File: config.mk
export PLATFORM = sky130hd
export DESIGN_NAME = lzx_adler_step
export DESIGN_NICKNAME = d
export VERILOG_FILES = /design/src/rtl/lzx_pkg.sv /design/src/rtl/lzx_adler_step.sv
export SDC_FILE = /design/constraint.sdc
export NUM_CORES = 1
export LEC_CHECK = 0
export BUFFER_PORTS_ARGS = -buffer_cell sky130_fd_sc_hd__clkbuf_2
export CAP_MARGIN = 15
export CORE_MARGIN = 2
export CORE_UTILIZATION = 45
export DETAILED_ROUTE_END_ITERATION = 6
export PLACE_DENSITY = 0.76
export SLEW_MARGIN = 15
export SYNTH_ARGS = -nofsm -noshare
export SYNTH_HDL_FRONTEND = slang
export SYNTH_SLANG_ARGS = --single-unit
File: constraint.sdc
create_clock -name vclk -period 8
set_input_delay 0.4 -clock vclk [all_inputs]
set_output_delay 0.4 -clock vclk [all_outputs]
set_load 0.005 [all_outputs]
File: src/rtl/lzx_pkg.sv
`timescale 1ns / 1ps
package lzx_pkg;

   localparam int WINDOW_SIZE      = 32768;
   localparam int WIN_AW           = $clog2(WINDOW_SIZE);
   localparam int BYTES_PER_RESULT = 8;
   localparam int CNT_W            = 3;

   localparam logic [1:0] OP_LITERAL = 2'd0;
   localparam logic [1:0] OP_MATCH   = 2'd1;
   localparam logic [1:0] OP_END     = 2'd2;
   localparam logic [1:0] OP_START   = 2'd3;

   localparam logic [1:0] ST_OK        = 2'd0;
   localparam logic [1:0] ST_TOO_FAR   = 2'd1;
   localparam logic [1:0] ST_OVERFLOW  = 2'd2;
   localparam logic [1:0] ST_BAD_DIST  = 2'd3;

   localparam logic [15:0] ADLER_MOD = 16'd65521;

   localparam logic [8:0] LEN_BASE [0:27] = '{
      9'd3, 9'd4, 9'd5, 9'd6, 9'd7, 9'd8, 9'd9, 9'd10, 9'd11, 9'd13, 9'd15, 9'd17,
      9'd19, 9'd23, 9'd27, 9'd31, 9'd35, 9'd43, 9'd51, 9'd59, 9'd67, 9'd83, 9'd99,
      9'd115, 9'd131, 9'd163, 9'd195, 9'd227};
   localparam logic [2:0] LEN_XBITS [0:27] = '{
      3'd0, 3'd0, 3'd0, 3'd0, 3'd0, 3'd0, 3'd0, 3'd0, 3'd1, 3'd1, 3'd1, 3'd1,
      3'd2, 3'd2, 3'd2, 3'd2, 3'd3, 3'd3, 3'd3, 3'd3, 3'd4, 3'd4, 3'd4, 3'd4,
      3'd5, 3'd5, 3'd5, 3'd5};
   localparam logic [14:0] DIST_BASE [0:29] = '{
      15'd1, 15'd2, 15'd3, 15'd4, 15'd5, 15'd7, 15'd9, 15'd13, 15'd17, 15'd25,
      15'd33, 15'd49, 15'd65, 15'd97, 15'd129, 15'd193, 15'd257, 15'd385, 15'd513,
      15'd769, 15'd1025, 15'd1537, 15'd2049, 15'd3073, 15'd4097, 15'd6145,
      15'd8193, 15'd12289, 15'd16385, 15'd24577};
   localparam logic [3:0] DIST_XBITS [0:29] = '{
      4'd0, 4'd0, 4'd0, 4'd0, 4'd1, 4'd1, 4'd2, 4'd2, 4'd3, 4'd3, 4'd4, 4'd4,
      4'd5, 4'd5, 4'd6, 4'd6, 4'd7, 4'd7, 4'd8, 4'd8, 4'd9, 4'd9, 4'd10, 4'd10,
      4'd11, 4'd11, 4'd12, 4'd12, 4'd13, 4'd13};

   typedef struct packed {
      logic              we;
      logic [WIN_AW-1:0] waddr;
      logic [7:0]        wdata;
      logic              re;
      logic [WIN_AW-1:0] raddr;
   } lzx_ram_req_type;

   function automatic logic [8:0] lzx_length(input logic [8:0] lsym, input logic [4:0] lext);
      logic [4:0] idx;
      logic [5:0] mask;
      logic [8:0] len;
      idx  = 5'd0;
      mask = 6'd0;
      len  = 9'd3;
      if (lsym >= 9'd285) begin
         len = 9'd258;
      end else if (lsym > 9'd257) begin
         idx  = 5'(lsym - 9'd257);
         mask = (6'd1 << LEN_XBITS[idx]) - 6'd1;
         len  = LEN_BASE[idx] + {4'd0, lext & mask[4:0]};
      end
      return len;
   endfunction

   function automatic logic [15:0] lzx_distance(input logic [4:0] dsym,
                                                input logic [12:0] dext);
      logic [4:0]  idx;
      logic [13:0] mask;
      idx  = (dsym >= 5'd30) ? 5'd0 : dsym;
      mask = (14'd1 << DIST_XBITS[idx]) - 14'd1;
      return {1'b0, DIST_BASE[idx]} + {3'd0, dext & mask[12:0]};
   endfunction

endpackage

File: src/rtl/lzx_adler_step.sv
`timescale 1ns / 1ps
module lzx_adler_step
   import lzx_pkg::*;
(
   input  logic [15:0] low,
   input  logic [15:0] high,
   input  logic [7:0]  data,
   output logic [15:0] low_next,
   output logic [15:0] high_next
);

   logic [16:0] low_sum;
   logic [16:0] high_sum;

   always_comb begin
      low_sum  = {1'b0, low} + {9'd0, data};
      if (low_sum >= {1'b0, ADLER_MOD}) begin
         low_sum = low_sum - {1'b0, ADLER_MOD};
      end
      low_next = low_sum[15:0];
      high_sum = {1'b0, high} + {1'b0, low_next};
      if (high_sum >= {1'b0, ADLER_MOD}) begin
         high_sum = high_sum - {1'b0, ADLER_MOD};
      end
      high_next = high_sum[15:0];
   end

endmodule

* After elaboration in Yosys (flattened, before gate mapping) *
Cells that the tools add are included.

word-level totals
  bits in registers = 0
  input port bits = 40
  output and inout port bits = 32
  word-level logic and storage cells = 8

operators by class
  $add $sub $neg = 4
  order comparisons = 2
  muxes and demuxes = 2

operator list
  operator                  count
  $ge A17 B16 Y1 const B    2
  $mux W16                  2
  $sub A16 B16 Y16 const B  2
  $add A16 B16 Y17          1
  $add A16 B8 Y17           1

* Longest topological paths before layout *
  depth after elaboration = 6
  gate-level depth with buffers = 24
  mapped depth without buffers = 22

* Worst setup path after synthesis *
Ideal clock, no wire load.

  path kind = in2out
  start point = in low[0]
  end point = out high_next[14]
  arrival time = 5946 ps
  data required time = 7600 ps
  path slack = 1654 ps
  stages = 23
  path buffers = 1
  cells stage by stage = ha_1 > inv_1 > fa_1 > nand2b_1 > a21oi_1 > nor2_1 > a2111oi_4 > nand3_1 > or4_1 > a211o_1 > a221oi_1 > xnor2_1 > ha_1 > o21a_1 > o21a_1 > o211ai_1 > o211ai_1 > nor4b_2 > o211ai_1 > o31ai_2 > buf_2 > nand4b_1 > xnor2_1

between the ends
  word-level cells in the longest chain between the ends = 6
  elaborated cells on any way between the ends = 8
  those cells by class = add/sub: 4; order compare: 2; mux: 2

RTL lines
  what                                                RTL line                                    RTL
  from (decl)                                         lzx_adler_step.sv:5                         input logic [15:0] low,
  $add A16 B8 Y17 *                                   lzx_adler_step.sv:16                        low_sum = {1'b0, low} + {9'd0, data};
  $sub A16 B16 Y16 or $ge A17 B16 Y1 (tied branches)  lzx_adler_step.sv:18, lzx_adler_step.sv:17
  $mux W16 *                                          lzx_adler_step.sv:17                        if (low_sum >= {1'b0, ADLER_MOD}) begin
  named net low_next[5]                               lzx_adler_step.sv:8                         output logic [15:0] low_next,
  $add A16 B16 Y17 *                                  lzx_adler_step.sv:21                        high_sum = {1'b0, high} + {1'b0, low_next};
  $sub A16 B16 Y16 or $ge A17 B16 Y1 (tied branches)  lzx_adler_step.sv:23, lzx_adler_step.sv:22
  $mux W16 *                                          lzx_adler_step.sv:22                        if (high_sum >= {1'b0, ADLER_MOD}) begin
  to (decl)                                           lzx_adler_step.sv:9                         output logic [15:0] high_next

The timed path passes the listed nets; every way through them passes the cells marked *.

* Worst setup path after layout *
  start point = in low[0]
  end point = out high_next[12]

between the ends
  word-level cells in the longest chain between the ends = 6
  elaborated cells on any way between the ends = 8
  those cells by class = add/sub: 4; order compare: 2; mux: 2

RTL lines
  what                                                RTL line
  $add A16 B8 Y17 *                                   lzx_adler_step.sv:16
  $sub A16 B16 Y16 or $ge A17 B16 Y1 (tied branches)  lzx_adler_step.sv:18, lzx_adler_step.sv:17
  $mux W16 *                                          lzx_adler_step.sv:17
  $add A16 B16 Y17 *                                  lzx_adler_step.sv:21
  $sub A16 B16 Y16 or $ge A17 B16 Y1 (tied branches)  lzx_adler_step.sv:23, lzx_adler_step.sv:22
  $mux W16 *                                          lzx_adler_step.sv:22

Mark *: on every way between the ends. The rest lies on a longest branch, timed or not.

==> reports/results.ini <==
[clocking]
postCtsSetupBuffers=0
cts_resized=0
holdBufCountCts=0

[floorplanning]
die_h_um=74.4
num_io_pins=72
die-area_um2=5530
die_w_um=74.4
start_util_pct=46.9
core_area_um2=4750
rows=25

[final_layout]
num_antenna_cells=0
area_growth_pct=18.3
register_area_um2=0
drive_above_1_share_pct=22.3
seq_cells=0
nNetsFinal=451
clkbuf_count=0

[power]
p_sw_mw=0.216
p_comb_share_pct=100.0
pwr-share-seq_pct=0
p_leak_nw=1.18
p_int_mw=0.169
power_density_nw_per_um2=146
switching_share_pct=56.2
ir_drop_uv=55.7
clockPowerShare_pct=0

[flow_run]
drv_cap=0

[place]
io_buffers=72
globalplace.congestion=0.941
dpl.hpwl_mm=4.88

[timing]
whs_ps=1170
hold_viol=0
maxSlewViolCount=0
setup_viol=0
fmax_ghz=0.140
fin_crit_sh_pct=89.2
worst_pin_slew_ps=927
rsz0062_at_grt=no
slew-limit-headroom_pct=37.6
fin_crit_ps=7140
fin_setup_tns_ps=0

[route]
drtIter0Drc=172
drc=0
final_antenna_net_count=0
wl_per_cell_um=12.4
viasPerCell=5.67
wl_mm=5.50
vias=2518
drt_pre_antenna_iters=4

[critical_path]
start_kind=input pin
crit_required_ps=7600
critPathArrivalTime_ps=6740
crit_fanout=15
crit_path_end_kind=output port
critPathKind=input pin to output port

[synth]
synth_top_cell_by_area=ha_1
synth-seq-area-share_pct=0
synthDistinctLibCells=66
synthTopCellsByCount=ha_1, xnor2_1, nor2_1, nand2_1, a21oi_1
synth_top_area_share_pct=16.8
synth_cells=314
syn_area_um2=2230
synth_area_leaders=ha_1, xnor2_1, xor2_1
ys.warnings.count=0
avgSynthCellArea_um2=7.10
syn-num-nets=386

[grt]
grt_start_max_net_pins=16
grt_pass1_vias=2212
antenna_found_initial=0
grtUsageTotal_pct=19.7
grt_pass1_wl_mm=9.18
grt-ovfl-total=0

[min_path]
hold_path_class=input pin to output port

[outcome]
status=finished, final reports clean

==> power by group through the flow <==
stage / sequential [mW] / combinational, mW / clock (mW)
floorplan: 0 / 0.274 / 0
global placement: 0 / 0.378 / 0
detailed placement: 0 / 0.383 / 0
CTS: 0 / 0.385 / 0
global route: 0 / 0.432 / 0
finish: 0 / 0.385 / 0
==> worst max-delay path, stage by stage <==
cell	delay, ps
clkbuf_2	80
ha_1	190
inv_1	60
fa_1	390
nand2b_1	200
a21oi_1	280
nor2_1	160
a2111oi_4	400
nand3_1	200
nor4_1	830
o31ai_1	120
a221oi_1	310
xnor2_1	230
ha_1	370
a21oi_1	250
nor3_1	70
nor3_1	630
nand2_1	130
nor3_1	270
o211ai_1	210
o31ai_2	270
buf_4	220
o2111a_1	210
xnor2_1	110
clkbuf_2	130
==> final timing paths <==
| path | endpoint | slack, ps | start | cells after the start |
|---|---|---|---|---|
| max | high_next[12] | 860 | low[0] | 25 |
| min | low_next[11] | 1170 | low[11] | 4 |
==> cells in the final DEF, fill, tap and decap left out, types with 2 or more instances in the layout <==
master / n
o31ai_1: 3
a31oi_1: 3
ha_1: 30
o211ai_1: 6
and2_1: 4
nor3b_1: 2
xor2_1: 16
inv_1: 12
o21a_1: 3
nand3b_1: 2
a21o_1: 7
nand2_1: 22
nor2_1: 27
nor4_1: 2
o21ai_0: 10
o22ai_1: 2
clkbuf_2: 72
and3_1: 4
o21bai_1: 2
a2111oi_0: 3
a211oi_1: 4
xnor2_1: 30
nor2b_1: 8
nand2b_1: 7
nand3_1: 15
a21boi_0: 2
o21ai_1: 3
fa_1: 2
a21oi_1: 20
nor3_1: 10
mux2i_1: 4
nand4_1: 4
or2_2: 3
==> cell families (layout without fill, tap and decap cells) <==
family / after synthesis / after routing / share of synthesized area (%)
multiplexers: 5 / 5 / 2.30
buffers and inverters: 22 / 85 / 3.98
AND/OR/NAND/NOR: 119 / 119 / 27.7
XOR/XNOR: 46 / 46 / 18.1
adder cells (fa/ha/maj): 32 / 32 / 18.6
AO/OA/AOI/OAI: 90 / 90 / 29.3
==> layer usage <==
metal / track usage (%) / up-vias / share of wire [%]
li1: - / 1304 / -
met1: 25.6 / 1137 / 45
met2: 37.2 / 73 / 51
met3: 0.949 / 4 / 4.0
met4: 1.19 / 0 / 0.51
met5: 0 / - / 0
==> per-stage QoR <==
step / power, mW / setup slack [ps] / cells / util (%) / cell area [µm²]
finish: 0.385 / 861 / 444 / 55.5 / 2640
global route: 0.432 / 135 / 444 / 55.5 / 2640
CTS: 0.385 / 899 / 444 / 55.5 / 2640
detailed placement: 0.383 / 914 / 444 / 55.5 / 2640
global placement: 0.378 / 892 / 444 / 55.5 / 2640
floorplan: 0.274 / 1650 / 314 / - / 2230
==> final cells by class <==
class / instances / area (µm²)
fill: 492 / 2120
inverter: 12 / 45.0
timing repair buffer: 73 / 368
multi-input combinational: 292 / 2140
tap: 67 / 83.8
(Power assumes the default switching activity.)
